[src/ftpp_pkg.sv]
// ----------------------------------------------------------------------------
// ftpp_pkg
// Types and codes shared by the file transfer packet parser modules.
// ----------------------------------------------------------------------------
package ftpp_pkg;

	// size digits kept before further digits are dropped (1 to 9)
	localparam logic [3:0] MAX_SIZE_DIGITS = 4'd9;

	// parse phases
	typedef enum logic [2:0] {
		PH_CTRL     = 3'd0,
		PH_TYPE     = 3'd1,
		PH_SIZE_LEN = 3'd2,
		PH_SIZE_VAL = 3'd3,
		PH_NAME_LEN = 3'd4,
		PH_NAME_VAL = 3'd5,
		PH_SEQ      = 3'd6,
		PH_DATA     = 3'd7
	} phase_t;

	// closing status codes
	typedef enum logic [2:0] {
		ST_DATA         = 3'd0,
		ST_START        = 3'd1,
		ST_END          = 3'd2,
		ST_NOT_CONTROL  = 3'd3,
		ST_UNKNOWN_TYPE = 3'd4,
		ST_OUT_OF_SEQ   = 3'd5
	} status_t;

	// latched error code: no error is code zero
	localparam logic [2:0] ERR_NONE = 3'd0;

	// packet kinds, as given by the control byte
	localparam logic [1:0] PK_NONE  = 2'd0;
	localparam logic [1:0] PK_DATA  = 2'd1;
	localparam logic [1:0] PK_START = 2'd2;
	localparam logic [1:0] PK_END   = 2'd3;

	// tlv field types
	localparam logic [7:0] TLV_SIZE = 8'd0;
	localparam logic [7:0] TLV_NAME = 8'd1;

	// ascii digit bounds
	localparam logic [7:0] ASCII_0 = 8'h30;
	localparam logic [7:0] ASCII_9 = 8'h39;

	// kinds of passed-on byte
	localparam logic [1:0] BK_NONE    = 2'd0;
	localparam logic [1:0] BK_NAME    = 2'd1;
	localparam logic [1:0] BK_CONTENT = 2'd2;

	// data length byte position
	localparam logic [3:0] LEN_HI  = 4'd0;
	localparam logic [3:0] LEN_LO  = 4'd1;
	localparam logic [3:0] LEN_DONE = 4'd2;

	localparam logic [7:0] SEQ_RESET = 8'd255;

	typedef struct packed {
		logic [7:0] byte_in;
		logic       last_byte;
	} req_t;

	typedef struct packed {
		logic [1:0]  byte_kind;
		logic [7:0]  byte_value;
		logic        packet_done;
		logic [2:0]  status;
		logic [29:0] file_size;
		logic [7:0]  sequence_res;
		logic [15:0] content_length;
	} rsp_t;

	typedef struct packed {
		phase_t      phase;
		logic [1:0]  packet_kind;
		logic [2:0]  error_code;
		logic [15:0] field_remaining;
		logic [3:0]  digit_count;
		logic [29:0] size_acc;
		logic [7:0]  last_seq;
		logic [7:0]  cur_seq;
		logic [15:0] length;
		logic        digits_ended;
	} state_t;

endpackage

[src/ftpp_step.sv]
// ----------------------------------------------------------------------------
// ftpp_step
// Next-state and result logic for one packet byte.
// ----------------------------------------------------------------------------
module ftpp_step (
	input  ftpp_pkg::state_t cur,
	input  ftpp_pkg::req_t   req,
	output ftpp_pkg::state_t nxt,
	output ftpp_pkg::rsp_t   rsp,
	output logic             has_rsp
);

	logic [7:0]  b;
	logic [1:0]  kind;
	logic [7:0]  value;
	logic [2:0]  status;
	logic        is_digit;
	logic [29:0] acc_x10;

	assign b        = req.byte_in;
	assign is_digit = (b >= ftpp_pkg::ASCII_0) && (b <= ftpp_pkg::ASCII_9);
	// times ten as shift and add, plus the digit value
	assign acc_x10  = {cur.size_acc[26:0], 3'b000} + {cur.size_acc[28:0], 1'b0}
		+ {26'd0, b[3:0]};

	always_comb begin
		nxt   = cur;
		kind  = ftpp_pkg::BK_NONE;
		value = 8'd0;
		if (cur.error_code == ftpp_pkg::ERR_NONE) begin
			unique case (cur.phase)
				ftpp_pkg::PH_CTRL: begin
					if (b >= {6'd0, ftpp_pkg::PK_DATA} && b <= {6'd0, ftpp_pkg::PK_END}) begin
						nxt.packet_kind = b[1:0];
						nxt.phase = (b[1:0] == ftpp_pkg::PK_DATA) ?
							ftpp_pkg::PH_SEQ : ftpp_pkg::PH_TYPE;
					end else begin
						nxt.error_code = ftpp_pkg::ST_NOT_CONTROL;
					end
				end
				ftpp_pkg::PH_TYPE: begin
					if (b == ftpp_pkg::TLV_SIZE) begin
						nxt.phase = ftpp_pkg::PH_SIZE_LEN;
					end else if (b == ftpp_pkg::TLV_NAME) begin
						nxt.phase = ftpp_pkg::PH_NAME_LEN;
					end else begin
						nxt.error_code = ftpp_pkg::ST_UNKNOWN_TYPE;
					end
				end
				ftpp_pkg::PH_SIZE_LEN: begin
					nxt.size_acc        = 30'd0;
					nxt.digit_count     = 4'd0;
					nxt.digits_ended    = 1'b0;
					nxt.field_remaining = {8'd0, b};
					nxt.phase = (b == 8'd0) ? ftpp_pkg::PH_TYPE : ftpp_pkg::PH_SIZE_VAL;
				end
				ftpp_pkg::PH_SIZE_VAL: begin
					if (!cur.digits_ended) begin
						if (is_digit) begin
							if (cur.digit_count < ftpp_pkg::MAX_SIZE_DIGITS) begin
								nxt.size_acc    = acc_x10;
								nxt.digit_count = cur.digit_count + 4'd1;
							end
						end else begin
							nxt.digits_ended = 1'b1;
						end
					end
					nxt.field_remaining = cur.field_remaining - 16'd1;
					if (cur.field_remaining == 16'd1) begin
						nxt.phase = ftpp_pkg::PH_TYPE;
					end
				end
				ftpp_pkg::PH_NAME_LEN: begin
					nxt.field_remaining = {8'd0, b};
					nxt.phase = (b == 8'd0) ? ftpp_pkg::PH_TYPE : ftpp_pkg::PH_NAME_VAL;
				end
				ftpp_pkg::PH_NAME_VAL: begin
					kind  = ftpp_pkg::BK_NAME;
					value = b;
					nxt.field_remaining = cur.field_remaining - 16'd1;
					if (cur.field_remaining == 16'd1) begin
						nxt.phase = ftpp_pkg::PH_TYPE;
					end
				end
				ftpp_pkg::PH_SEQ: begin
					nxt.cur_seq = b;
					if (cur.last_seq + 8'd1 != b) begin
						nxt.error_code = ftpp_pkg::ST_OUT_OF_SEQ;
					end else begin
						nxt.last_seq    = b;
						nxt.digit_count = ftpp_pkg::LEN_HI;
						nxt.phase       = ftpp_pkg::PH_DATA;
					end
				end
				ftpp_pkg::PH_DATA: begin
					if (cur.digit_count == ftpp_pkg::LEN_HI) begin
						nxt.length      = {b, 8'd0};
						nxt.digit_count = ftpp_pkg::LEN_LO;
					end else if (cur.digit_count == ftpp_pkg::LEN_LO) begin
						nxt.length          = {cur.length[15:8], b};
						nxt.field_remaining = {cur.length[15:8], b};
						nxt.digit_count     = ftpp_pkg::LEN_DONE;
					end else if (cur.field_remaining != 16'd0) begin
						kind  = ftpp_pkg::BK_CONTENT;
						value = b;
						nxt.field_remaining = cur.field_remaining - 16'd1;
					end
				end
				default: begin
				end
			endcase
		end

		status = ftpp_pkg::ST_DATA;
		if (req.last_byte) begin
			priority if (nxt.error_code != ftpp_pkg::ERR_NONE) begin
				status = nxt.error_code;
			end else if (nxt.packet_kind == ftpp_pkg::PK_START) begin
				status = ftpp_pkg::ST_START;
			end else if (nxt.packet_kind == ftpp_pkg::PK_END) begin
				status = ftpp_pkg::ST_END;
			end else begin
				status = ftpp_pkg::ST_DATA;
			end
		end

		rsp.byte_kind      = kind;
		rsp.byte_value     = value;
		rsp.packet_done    = req.last_byte;
		rsp.status         = status;
		rsp.file_size      = nxt.size_acc;
		rsp.sequence_res   = nxt.cur_seq;
		rsp.content_length = nxt.length;
		has_rsp = req.last_byte || (kind != ftpp_pkg::BK_NONE);

		// packet closes: everything but the sequence history returns to reset
		if (req.last_byte) begin
			nxt.phase           = ftpp_pkg::PH_CTRL;
			nxt.packet_kind     = ftpp_pkg::PK_NONE;
			nxt.error_code      = ftpp_pkg::ERR_NONE;
			nxt.field_remaining = 16'd0;
			nxt.digit_count     = 4'd0;
			nxt.size_acc        = 30'd0;
			nxt.cur_seq         = 8'd0;
			nxt.length          = 16'd0;
			nxt.digits_ended    = 1'b0;
		end
	end

endmodule

[src/file_transfer_packet_parser.sv]
// ----------------------------------------------------------------------------
// file_transfer_packet_parser
// Byte-serial parser for data, start and end packets of a file transfer link.
// ----------------------------------------------------------------------------
// One packet byte enters per request on the req channel, last_byte closing the
// packet. The block takes one byte every cycle unless a held result waits on
// rsp_stall: the per-byte work is a single state update between the input
// register and the result register, so the sustained rate is one byte per
// clock while rsp is not stalled. A result is made for every file name byte,
// every content byte and the last byte of each packet (which carries
// packet_done and the status); other bytes make none. Name bytes come out with
// byte_kind 1, content bytes with byte_kind 2. An error (bad control byte,
// unknown field type, sequence number out of order) holds until the packet
// ends and is given as the closing status. The expected sequence number
// survives from packet to packet and starts so that the first data packet must
// carry 0.
module file_transfer_packet_parser (
	input  logic           clk,
	input  logic           arst_n,
	// request channel
	input  logic           req_valid,
	output logic           req_stall,
	input  ftpp_pkg::req_t req_data,
	// result channel
	output logic           rsp_valid,
	input  logic           rsp_stall,
	output ftpp_pkg::rsp_t rsp_data
);

	// input register
	logic             vld_s1;
	ftpp_pkg::req_t   req_s1;

	// parser state
	ftpp_pkg::state_t st_q;
	ftpp_pkg::state_t st_nxt;

	// result register
	logic             rsp_vld_q;
	ftpp_pkg::rsp_t   rsp_q;

	ftpp_pkg::rsp_t   rsp_nxt;
	logic             has_rsp;
	logic             out_free;
	logic             take_s1;

	ftpp_step u_step (
		.cur     (st_q),
		.req     (req_s1),
		.nxt     (st_nxt),
		.rsp     (rsp_nxt),
		.has_rsp (has_rsp)
	);

	// result register is free when empty or being taken this cycle
	assign out_free = !rsp_vld_q || !rsp_stall;
	// a byte with no result never waits on the output side
	assign take_s1  = vld_s1 && (!has_rsp || out_free);
	// stall the request side only while the held byte cannot move on
	assign req_stall = vld_s1 && !take_s1;

	// input register: refills whenever its byte moves on or it is empty
	always_ff @(posedge clk or negedge arst_n) begin
		if (!arst_n) begin
			vld_s1 <= 1'b0;
		end else if (!req_stall) begin
			vld_s1 <= req_valid;
		end
	end

	always_ff @(posedge clk) begin
		if (req_valid && !req_stall) begin
			req_s1 <= req_data;
		end
	end

	// parser state advances once per consumed byte
	always_ff @(posedge clk or negedge arst_n) begin
		if (!arst_n) begin
			st_q.phase           <= ftpp_pkg::PH_CTRL;
			st_q.packet_kind     <= ftpp_pkg::PK_NONE;
			st_q.error_code      <= ftpp_pkg::ERR_NONE;
			st_q.field_remaining <= 16'd0;
			st_q.digit_count     <= 4'd0;
			st_q.size_acc        <= 30'd0;
			st_q.last_seq        <= ftpp_pkg::SEQ_RESET;
			st_q.cur_seq         <= 8'd0;
			st_q.length          <= 16'd0;
			st_q.digits_ended    <= 1'b0;
		end else if (take_s1) begin
			st_q <= st_nxt;
		end
	end

	// result register with hold while stalled
	always_ff @(posedge clk or negedge arst_n) begin
		if (!arst_n) begin
			rsp_vld_q <= 1'b0;
		end else if (take_s1 && has_rsp) begin
			rsp_vld_q <= 1'b1;
		end else if (!rsp_stall) begin
			rsp_vld_q <= 1'b0;
		end
	end

	always_ff @(posedge clk) begin
		if (take_s1 && has_rsp) begin
			rsp_q <= rsp_nxt;
		end
	end

	assign rsp_valid = rsp_vld_q;
	assign rsp_data  = rsp_q;

endmodule

[config.mk]
export PLATFORM = sky130hd
export DESIGN_NAME = file_transfer_packet_parser
export DESIGN_NICKNAME = d
export VERILOG_FILES = /design/src/ftpp_pkg.sv /design/src/ftpp_step.sv /design/src/file_transfer_packet_parser.sv
export SDC_FILE = /design/constraint.sdc
export NUM_CORES = 1
export LEC_CHECK = 0
export ABC_AREA = 1
export ABC_CLOCK_PERIOD_IN_PS = 4000
export BUFFER_PORTS_ARGS = -buffer_cell sky130_fd_sc_hd__buf_2
export CORE_MARGIN = 8
export CORE_UTILIZATION = 60
export CTS_BUF_LIST = sky130_fd_sc_hd__clkbuf_8
export DETAILED_ROUTE_END_ITERATION = 10
export GPL_TIMING_DRIVEN = 0
export HOLD_SLACK_MARGIN = 0.15
export MAX_ROUTING_LAYER = met4
export PLACE_DENSITY_LB_ADDON = 0.25
export SLEW_MARGIN = 25
export SYNTH_ARGS = -nofsm -noshare
export SYNTH_HDL_FRONTEND = slang
export SYNTH_HIERARCHICAL = 1
export SYNTH_SLANG_ARGS = --single-unit
[constraint.sdc]
create_clock -name clk -period 4 [get_ports clk]
set_input_delay 0.4 -clock clk [delete_from_list [all_inputs] [get_ports clk]]
set_output_delay 0.4 -clock clk [all_outputs]
set_load 0.005 [all_outputs]
# After elaboration in Yosys (flattened, before gate mapping)

Index checks and enable logic that the tools add are counted.

Logic and storage cells: 142
Register bits after elaboration: 170
Output and inout bits: 70
Bits of input ports: 13

Reductions and logical operators: 33
Mux-type cells: 52
Eq/ne operators: 25
$lt $le $gt $ge: 5
Bitwise operators: 1
$add $sub $neg: 5

Operator list:

| cell                    | number |
|---|---|
| $mux W34                | 3 |
| $mux W16                | 6 |
| $mux W91                | 1 |
| $pmux W30 S2            | 1 |
| $mux W58                | 1 |
| $pmux W16 S3            | 1 |
| $mux W8                 | 5 |
| $mux W3                 | 12 |
| $add A30 B30 Y30        | 1 |
| $add A30 B4 Y30         | 1 |
| $mux W25                | 1 |
| $pmux W3 S6             | 1 |
| $eq A16 B1 Y1 const B   | 1 |
| $pmux W4 S4             | 1 |
| $pmux W8 S2             | 1 |
| $reduce_bool A16 Y1     | 1 |
| $sub A16 B1 Y16 const B | 1 |
| $mux W2                 | 7 |
| $eq A3 B3 Y1 const B    | 4 |
| $mux W4                 | 3 |
| $ne A4 B2 Y1 const B    | 3 |
| $ne A3 B2 Y1 const B    | 3 |
| $ne A3 B3 Y1 const B    | 3 |
| $pmux W3 S3             | 1 |
| other kinds (38)        | 58 |

# Longest topological paths before layout

Gate-level depths: netlist of the first run.

Depth after elaboration: 15
Gate-level depth with buffers: 19
Mapped depth without buffers: 19

# By module

Netlist of the first run, hierarchy kept.

By module, submodules not included:

| module                      | seq. area each (um^2) | area each (um^2) | instances | cells each |
|---|---|---|---|---|
| file_transfer_packet_parser | 4649.5                | 6052.1           | 1         | 483 |
| ftpp_step                   | 0.0                   | 5801.8           | 1         | 1134 |

# Worst setup path before layout of the first run

OpenSTA, ideal clock, no wires.

Path kind: register to register
From: register st_q[63] (netlist bit)
To: register rsp_q, in the netlist rsp_data[0], enable pin
Arrival: 3.016 ns
Path slack: 0.562 ns
Period minus slack after synthesis: 3.438 ns
Stages on the path, launching flop included: 12
Setup time: 0.422 ns
Buffers on the path: 1
Required time: 3.578 ns
Cell sequence: dfrtp_1 -> inv_1 -> ha_1 -> nand2_1 -> clkbuf_1 -> inv_1 -> nor2_1 -> nand2_1 -> nor2_1 -> or3_1 -> nand3_1 -> inv_1

RTL lines:

| element                | line                               | source |
|---|---|---|
| from (decl)            | file_transfer_packet_parser.sv:35  | `ftpp_pkg::state_t st_q;` |
| from (signal assigned) | file_transfer_packet_parser.sv:91  | `st_q <= st_nxt;` |
| to (signal assigned)   | file_transfer_packet_parser.sv:108 | `rsp_q <= rsp_nxt;` |
| to (decl)              | file_transfer_packet_parser.sv:40  | `ftpp_pkg::rsp_t rsp_q;` |

==> impl_metrics.py, run 1 <==
metrics = {
    "outcome": {
        "status": "complete, no violations",
    },
    "setup_path": {
        "worst_path_max_delay_cell": "dfrtp_1",
        "arrival_ns": 3.44,
        "cp_top_family": "simple AND/OR/NAND/NOR gates",
        "cp.required_ns": 3.60,
        "cp_slowest_stage_delay_ns": 0.47,
        "crit_path_start_kind": "flip-flop",
        "cp_num_buf_inv": 3,
        "worstPathCellList": "nor2_1, nand2_1, nor2_1, nand3_1, nand2_2, inv_1, nand2_1, nor2_1, or3_1, nand3_2, buf_4, nor2_1, buf_2",
        "cpMostUsedCell": "nor2_1",
        "ff2ff_setup_slack_ns": 0.26,
        "critPathCaptureType": "primary output",
        "critPathKind": "flip-flop to primary output",
        "crit_fanout": 10,
    },
    "logic_synthesis": {
        "ys_ff_latch": 170,
        "synth_cell_types": 44,
        "syn_nets": 1694,
        "synth_area_sq_um": 11900,
        "ys.flop_type": "dfrtp_1",
        "synth_top_cell_area_share_pct": 19.5,
        "synth_cells": 1617,
        "syn_avg_cell_area_sq_um": 7.33,
        "synth_area_leaders": "edfxtp_1, dfrtp_1, nand2_1, ha_1, nand3_1",
        "yosys.area.top_type": "edfxtp_1",
        "synth_commonest_cells": "nand2_1, nor2_1, inv_1",
        "synth.most_common_cell": "nand2_1",
        "yosys_warnings": 6,
        "async_reset_ff_share_pct": 54.7,
        "synth_edf_count": 77,
        "yosysSeqAreaShare_pct": 39.2,
    },
    "timing": {
        "timing.clock.skew_ns": 0.0276,
        "worstMarginPinSlew_ns": 0.882,
        "fin_crit_sh_pct": 96.0,
        "slew_violations": 0,
        "fmaxAchievable_mhz": 260,
        "fin_crit_ns": 3.84,
        "finalHoldViolations": 0,
        "setup_viol": 0,
        "grt_setup_unrepaired": "false",
        "hold_ws_ns": 0.181,
        "tns_ns": 0,
        "max_slew_margin_pct": 41.2,
        "worst_slack_ns": 0.158,
    },
    "floorplanning": {
        "initial_core_util_pct": 61.1,
        "fp.dieW_um": 157,
        "die_area_sq_um": 24500,
        "row_count": 51,
        "die_h_um": 157,
        "core_sq_um": 19400,
        "ios": 83,
    },
    "pwr": {
        "fin_total_pwr_mw": 4.07,
        "ir_worst_vdd_uv": 286,
        "p_leak_nw": 6.62,
        "powerDensity_nw_per_um2": 309,
    },
    "global_routing": {
        "grt_pass1_wl_um": 59500,
        "grt_pass1_vias": 11235,
        "antenna_found_initial": 0,
        "grt_max_degree": 69,
        "grt_overflow": 0,
        "track_usage_pct": 31.9,
    },
    "placed_design": {
        "hpwl_um": 27400,
        "io_buffers": 82,
        "dp_slack_ns": 0.242,
        "gp_routability_congestion": 0.980,
        "dp.cells": 1966,
        "postPlaceCellArea_sq_um": 12700,
    },
    "clocking": {
        "cts_max_level": 4,
        "cts_buffers": 17,
        "cts_sinks": 170,
        "clk_path_buf_depth": 2,
        "cts_setup_buffers": 0,
        "cts_root_buf": "clkbuf_8",
        "clkSlewWorstSetupHoldPaths_ns": 0.12,
        "tritoncts": "built",
        "clk_latency_ns": 0.50,
    },
    "cells_and_area": {
        "nets": 1807,
        "diodes": 0,
        "drive_gt1_share_pct": 12.4,
        "num-fill-cells": 1684,
        "multi_input_area_sq_um": 6210,
        "post-route-util_pct": 67.8,
        "fin_cells": 2008,
        "area_growth_pct": 11.0,
        "finalInstanceArea_sq_um": 13200,
        "regArea_sq_um": 4650,
    },
    "route": {
        "vias": 11926,
        "drc": 0,
        "drt_iter0_drc": 1319,
        "routed_wl_um": 37900,
        "ant_nets": 0,
        "drt_first_pass_iters": 6,
        "avgViaCountPerCell": 5.94,
        "wl_per_cell_um": 18.9,
    },
    "worst_hold_path": {
        "hold_path_class": "primary input to flip-flop",
    },
    "job": {
        "drv_cap": 0,
    },
}
-- worst paths after layout --
| kind | start | end | depth (start not counted) |
|---|---|---|---|
| min reg2reg | st_q[7] | st_q[7] | 2 |
| max reg2reg | st_q[73] | req_s1[2] | 13 |
| max in group asynchronous | arst_n | st_q[26] | 3 |
| min | rsp_stall | rsp_valid | 3 |
| max | st_q[73] | req_stall | 13 |
| min in group asynchronous | arst_n | st_q[75] | 2 |
-- where the power goes --
part	switching, mW	internal [mW]
clock network	0.774	0.467
logic	0.606	0.253
registers	0.0700	1.90
-- tightest hold or removal path, cell delays in order --
cell,delay [ns]
buf_2,0.10
nand2_1,0.07
nand2_1,0.06
-- cell families after synthesis --
kind of cell    after synthesis  synth area share [%]
fa+ha+maj                    64                  6.88
simple gates                863                  31.4
compound gates              265                  12.2
buf+inv                     229                  8.41
xor+xnor                     26                  1.92
flops                       170                  39.2
-- flip-flops by register name, summed over array words and instances (netlist names) --
name       cells
st_q          91
rsp_data      68
rsp_valid      1
vld_s1         1
req_s1         9
-- placed cells by master (no fill, tap or decap), types with 4 or more instances in the layout --
| master | synthesis | layout |
|---|---|---|
| a211oi_1 | 5 | 5 |
| a21oi_1 | 97 | 97 |
| a31oi_1 | 12 | 12 |
| and2_1 | 5 | 5 |
| buf_2 | 17 | 98 |
| buf_4 | 13 | 13 |
| buf_6 | 9 | 10 |
| clkbuf_1 | 23 | 22 |
| clkbuf_8 | 0 | 17 |
| dfrtp_1 | 85 | 85 |
| dfstp_2 | 8 | 8 |
| dlygate4sd3_1 | 0 | 11 |
| edfxtp_1 | 77 | 77 |
| ha_1 | 62 | 62 |
| inv_1 | 152 | 151 |
| inv_2 | 13 | 13 |
| inv_6 | 0 | 4 |
| inv_8 | 0 | 5 |
| nand2_1 | 449 | 447 |
| nand2_2 | 4 | 6 |
| nand3_1 | 150 | 150 |
| nand4_1 | 12 | 12 |
| nor2_1 | 173 | 173 |
| nor2_2 | 5 | 5 |
| nor2_4 | 7 | 7 |
| nor3_1 | 24 | 24 |
| nor4_1 | 7 | 7 |
| o211ai_1 | 11 | 11 |
| o21ai_0 | 120 | 120 |
| o21bai_1 | 6 | 6 |
| o221ai_1 | 4 | 4 |
| or2_2 | 14 | 14 |
| xnor2_1 | 7 | 7 |
| xor2_1 | 19 | 19 |
-- repair_timing --
action | CTS | global route
hold buffers | 11 | 0
endpoints found under the hold margin | 56 | 0
setup endpoints to repair | 0 | 10
resized for setup | 0 | 2
-- area by class of cell --
type	count	share of cell area, %
multi-input cells	1218	47.2
flip-flops and latches	170	35.3
clock buffers	17	1.78
clock inverters	15	1.16
plain buffers	63	2.84
inverters	165	4.73
repair buffers	95	4.42
well taps	265	2.52
-- metal layers --
metal / track usage (%) / wire [um]
met2: 45.9 / 16300
met1: 44.3 / 16800
met3: 6.51 / 3930
met4: 10.2 / 824
met5: - / 0
No activity file was read; power rests on OpenSTA's default activity.
==> run 2, diff against run 1 <==
--- a/config.mk
+++ b/config.mk
@@ -6,10 +6,10 @@
 export NUM_CORES = 1
 export LEC_CHECK = 0
 export ABC_AREA = 1
-export ABC_CLOCK_PERIOD_IN_PS = 4000
+export ABC_CLOCK_PERIOD_IN_PS = 3200
 export BUFFER_PORTS_ARGS = -buffer_cell sky130_fd_sc_hd__buf_2
 export CORE_MARGIN = 8
-export CORE_UTILIZATION = 60
+export CORE_UTILIZATION = 57
 export CTS_BUF_LIST = sky130_fd_sc_hd__clkbuf_8
 export DETAILED_ROUTE_END_ITERATION = 10
 export GPL_TIMING_DRIVEN = 0
==> constraint.sdc (replaced) <==
create_clock -name clk -period 3.2 [get_ports clk]
set_input_delay 0.32 -clock clk [delete_from_list [all_inputs] [get_ports clk]]
set_output_delay 0.32 -clock clk [all_outputs]
set_load 0.005 [all_outputs]
==> impl_metrics.py, run 2 (synthesized netlist as in run 1, its figures left out) <==
metrics = {
    "outcome": {
        "status": "complete, no violations",
    },
    "clocking": {
        "cts_buffers": 17,
        "clkSlewWorstSetupHoldPaths_ns": 0.12,
        "clk_path_buf_depth": 2,
        "clk_latency_ns": 0.49,
        "cts_root_buf": "clkbuf_8",
        "tritoncts": "built",
        "cts_max_level": 4,
        "cts_sinks": 170,
    },
    "placed_design": {
        "gp_routability_congestion": 0.991,
        "io_buffers": 82,
        "dp.cells": 1972,
        "hpwl_um": 27500,
        "postPlaceCellArea_sq_um": 12700,
    },
    "job": {
        "drv_cap": 0,
    },
    "global_routing": {
        "use_met3_pct": 7.25,
        "grt_pass1_wl_um": 59400,
        "grt.busiest_layer": "met1",
        "grt_overflow": 0,
        "antenna_found_initial": 0,
        "grt_max_degree": 60,
        "grt_use_met2_pct": 41.3,
        "grt_pass1_vias": 11047,
        "track_usage_pct": 29.7,
        "met1_usage_pct": 41.7,
    },
    "route": {
        "routed_wl_um": 37400,
        "drt_iter0_drc": 1403,
        "ant_nets": 0,
        "drt_first_pass_iters": 7,
        "drc": 0,
        "vias": 11764,
        "avgViaCountPerCell": 5.79,
        "wl_per_cell_um": 18.4,
    },
    "cells_and_area": {
        "area_growth_pct": 13.7,
        "post-route-util_pct": 66.4,
        "drive_gt1_share_pct": 14.9,
        "diodes": 0,
        "layout_commonest_cell": "nand2_1",
        "final_cell_mix": "nand2_1, nor2_1, nand3_1",
        "largest_reg_flops": 91,
        "largest-register": "st_q",
        "finalInstanceArea_sq_um": 13500,
        "fin_cells": 2033,
        "nets": 1827,
    },
    "timing": {
        "worstMarginPinSlew_ns": 0.796,
        "hold_ws_ns": 0.278,
        "fin_crit_sh_pct": 95.7,
        "max_slew_margin_pct": 46.9,
        "fin_crit_ns": 3.06,
        "finalHoldViolations": 0,
        "timing.clock.skew_ns": 0.0262,
        "slew_violations": 0,
        "fmaxAchievable_mhz": 326,
        "setup_viol": 0,
    },
    "floorplanning": {
        "initial_core_util_pct": 58.4,
        "fp.dieW_um": 160,
        "die_area_sq_um": 25700,
        "die_h_um": 160,
        "ios": 83,
        "row_count": 52,
        "core_sq_um": 20300,
    },
    "pwr": {
        "ir_worst_vdd_uv": 339,
        "p_leak_nw": 6.74,
        "powerDensity_nw_per_um2": 387,
    },
    "setup_path": {
        "cp_slowest_stage_delay_ns": 0.41,
        "crit_path_start_kind": "flip-flop",
        "worstPathCellList": "inv_1, ha_1, nand2_4, clkinvlp_4, nor2_1, nand2_1, nor2_1, or3_4, nand3_4, buf_12, nor2_2, buf_2",
        "ff2ff_setup_slack_ns": 0.17,
        "critPathKind": "flip-flop to primary output",
        "ff2ff_path_depth": 12,
        "cp.required_ns": 2.88,
        "arrival_ns": 2.74,
        "critPathCaptureType": "primary output",
        "crit_fanout": 10,
        "worst_path_max_delay_cell": "dfrtp_1",
        "cpMostUsedCell": "nor2_1",
    },
    "worst_hold_path": {
        "hold_path_class": "primary input to async pin",
    },
}
[run 2: critical path, delay by kind of cell (launching register included)]
kind | cells | cell delay, ns
AND/OR/NAND/NOR | 7 | 1.03
flip-flops | 1 | 0.41
buffers and inverters | 4 | 0.59
adder cells (fa/ha/maj) | 1 | 0.23
[run 2: through the flow]
step | setup slack [ns] | total power, mW | TNS, ns
2_1_floorplan | 0.000362 | 3.16 | 0
3_3_place_gp | -1.07 | 3.49 | -81.60
3_5_place_dp | -0.579 | 3.51 | -29.24
4_1_cts | 0.00286 | 5.11 | 0
5_1_grt | -0.00779 | 5.44 | -0.00779
6_report | 0.136 | 5.22 | 0
[run 2: where the power goes]
part	total (mW)	leakage (nW)	switching, mW	internal, mW
registers	2.46	1.99	0.0815	2.37
logic	1.18	4.55	0.771	0.409
clock network	1.58	0.195	0.990	0.595
total	5.22	6.74	1.84	3.38
[run 2: timing repair]
action | in CTS | in global routing
gates resized for setup | 17 | 24
endpoints found under the hold margin | 103 | 0
hold buffers | 12 | 0
setup buffers | 6 | 13
pin swaps | 1 | 2
endpoints found under the setup margin | 161 | 80
[run 2: final timing paths]
| path | endpoint | startpoint |
|---|---|---|
| max | req_stall | st_q[64] |
| min | st_q[71] | arst_n |
| max reg2reg | rsp_data[9] | st_q[79] |
| min reg2reg | st_q[3] | st_q[3] |
| max in group asynchronous | st_q[32] | arst_n |
| min in group clk | st_q[3] | st_q[3] |
[run 2: layout make-up]
class                   count  area [sq um]
plain buffers              62           383
clock buffers              17           234
clock inverters            15           175
fillers                  1785          6820
inverters                 165           629
multi-input cells        1218          6300
flip-flops and latches    170          4660
well taps                 270           338
repair buffers            116           767
[run 2: routing by layer]
layer / wire length [um] / vias to the layer above
li1: - / 5618
met1: 16900 / 5442
met2: 15400 / 636
met3: 4160 / 68
met4: 964 / 0
met5: 0 / -
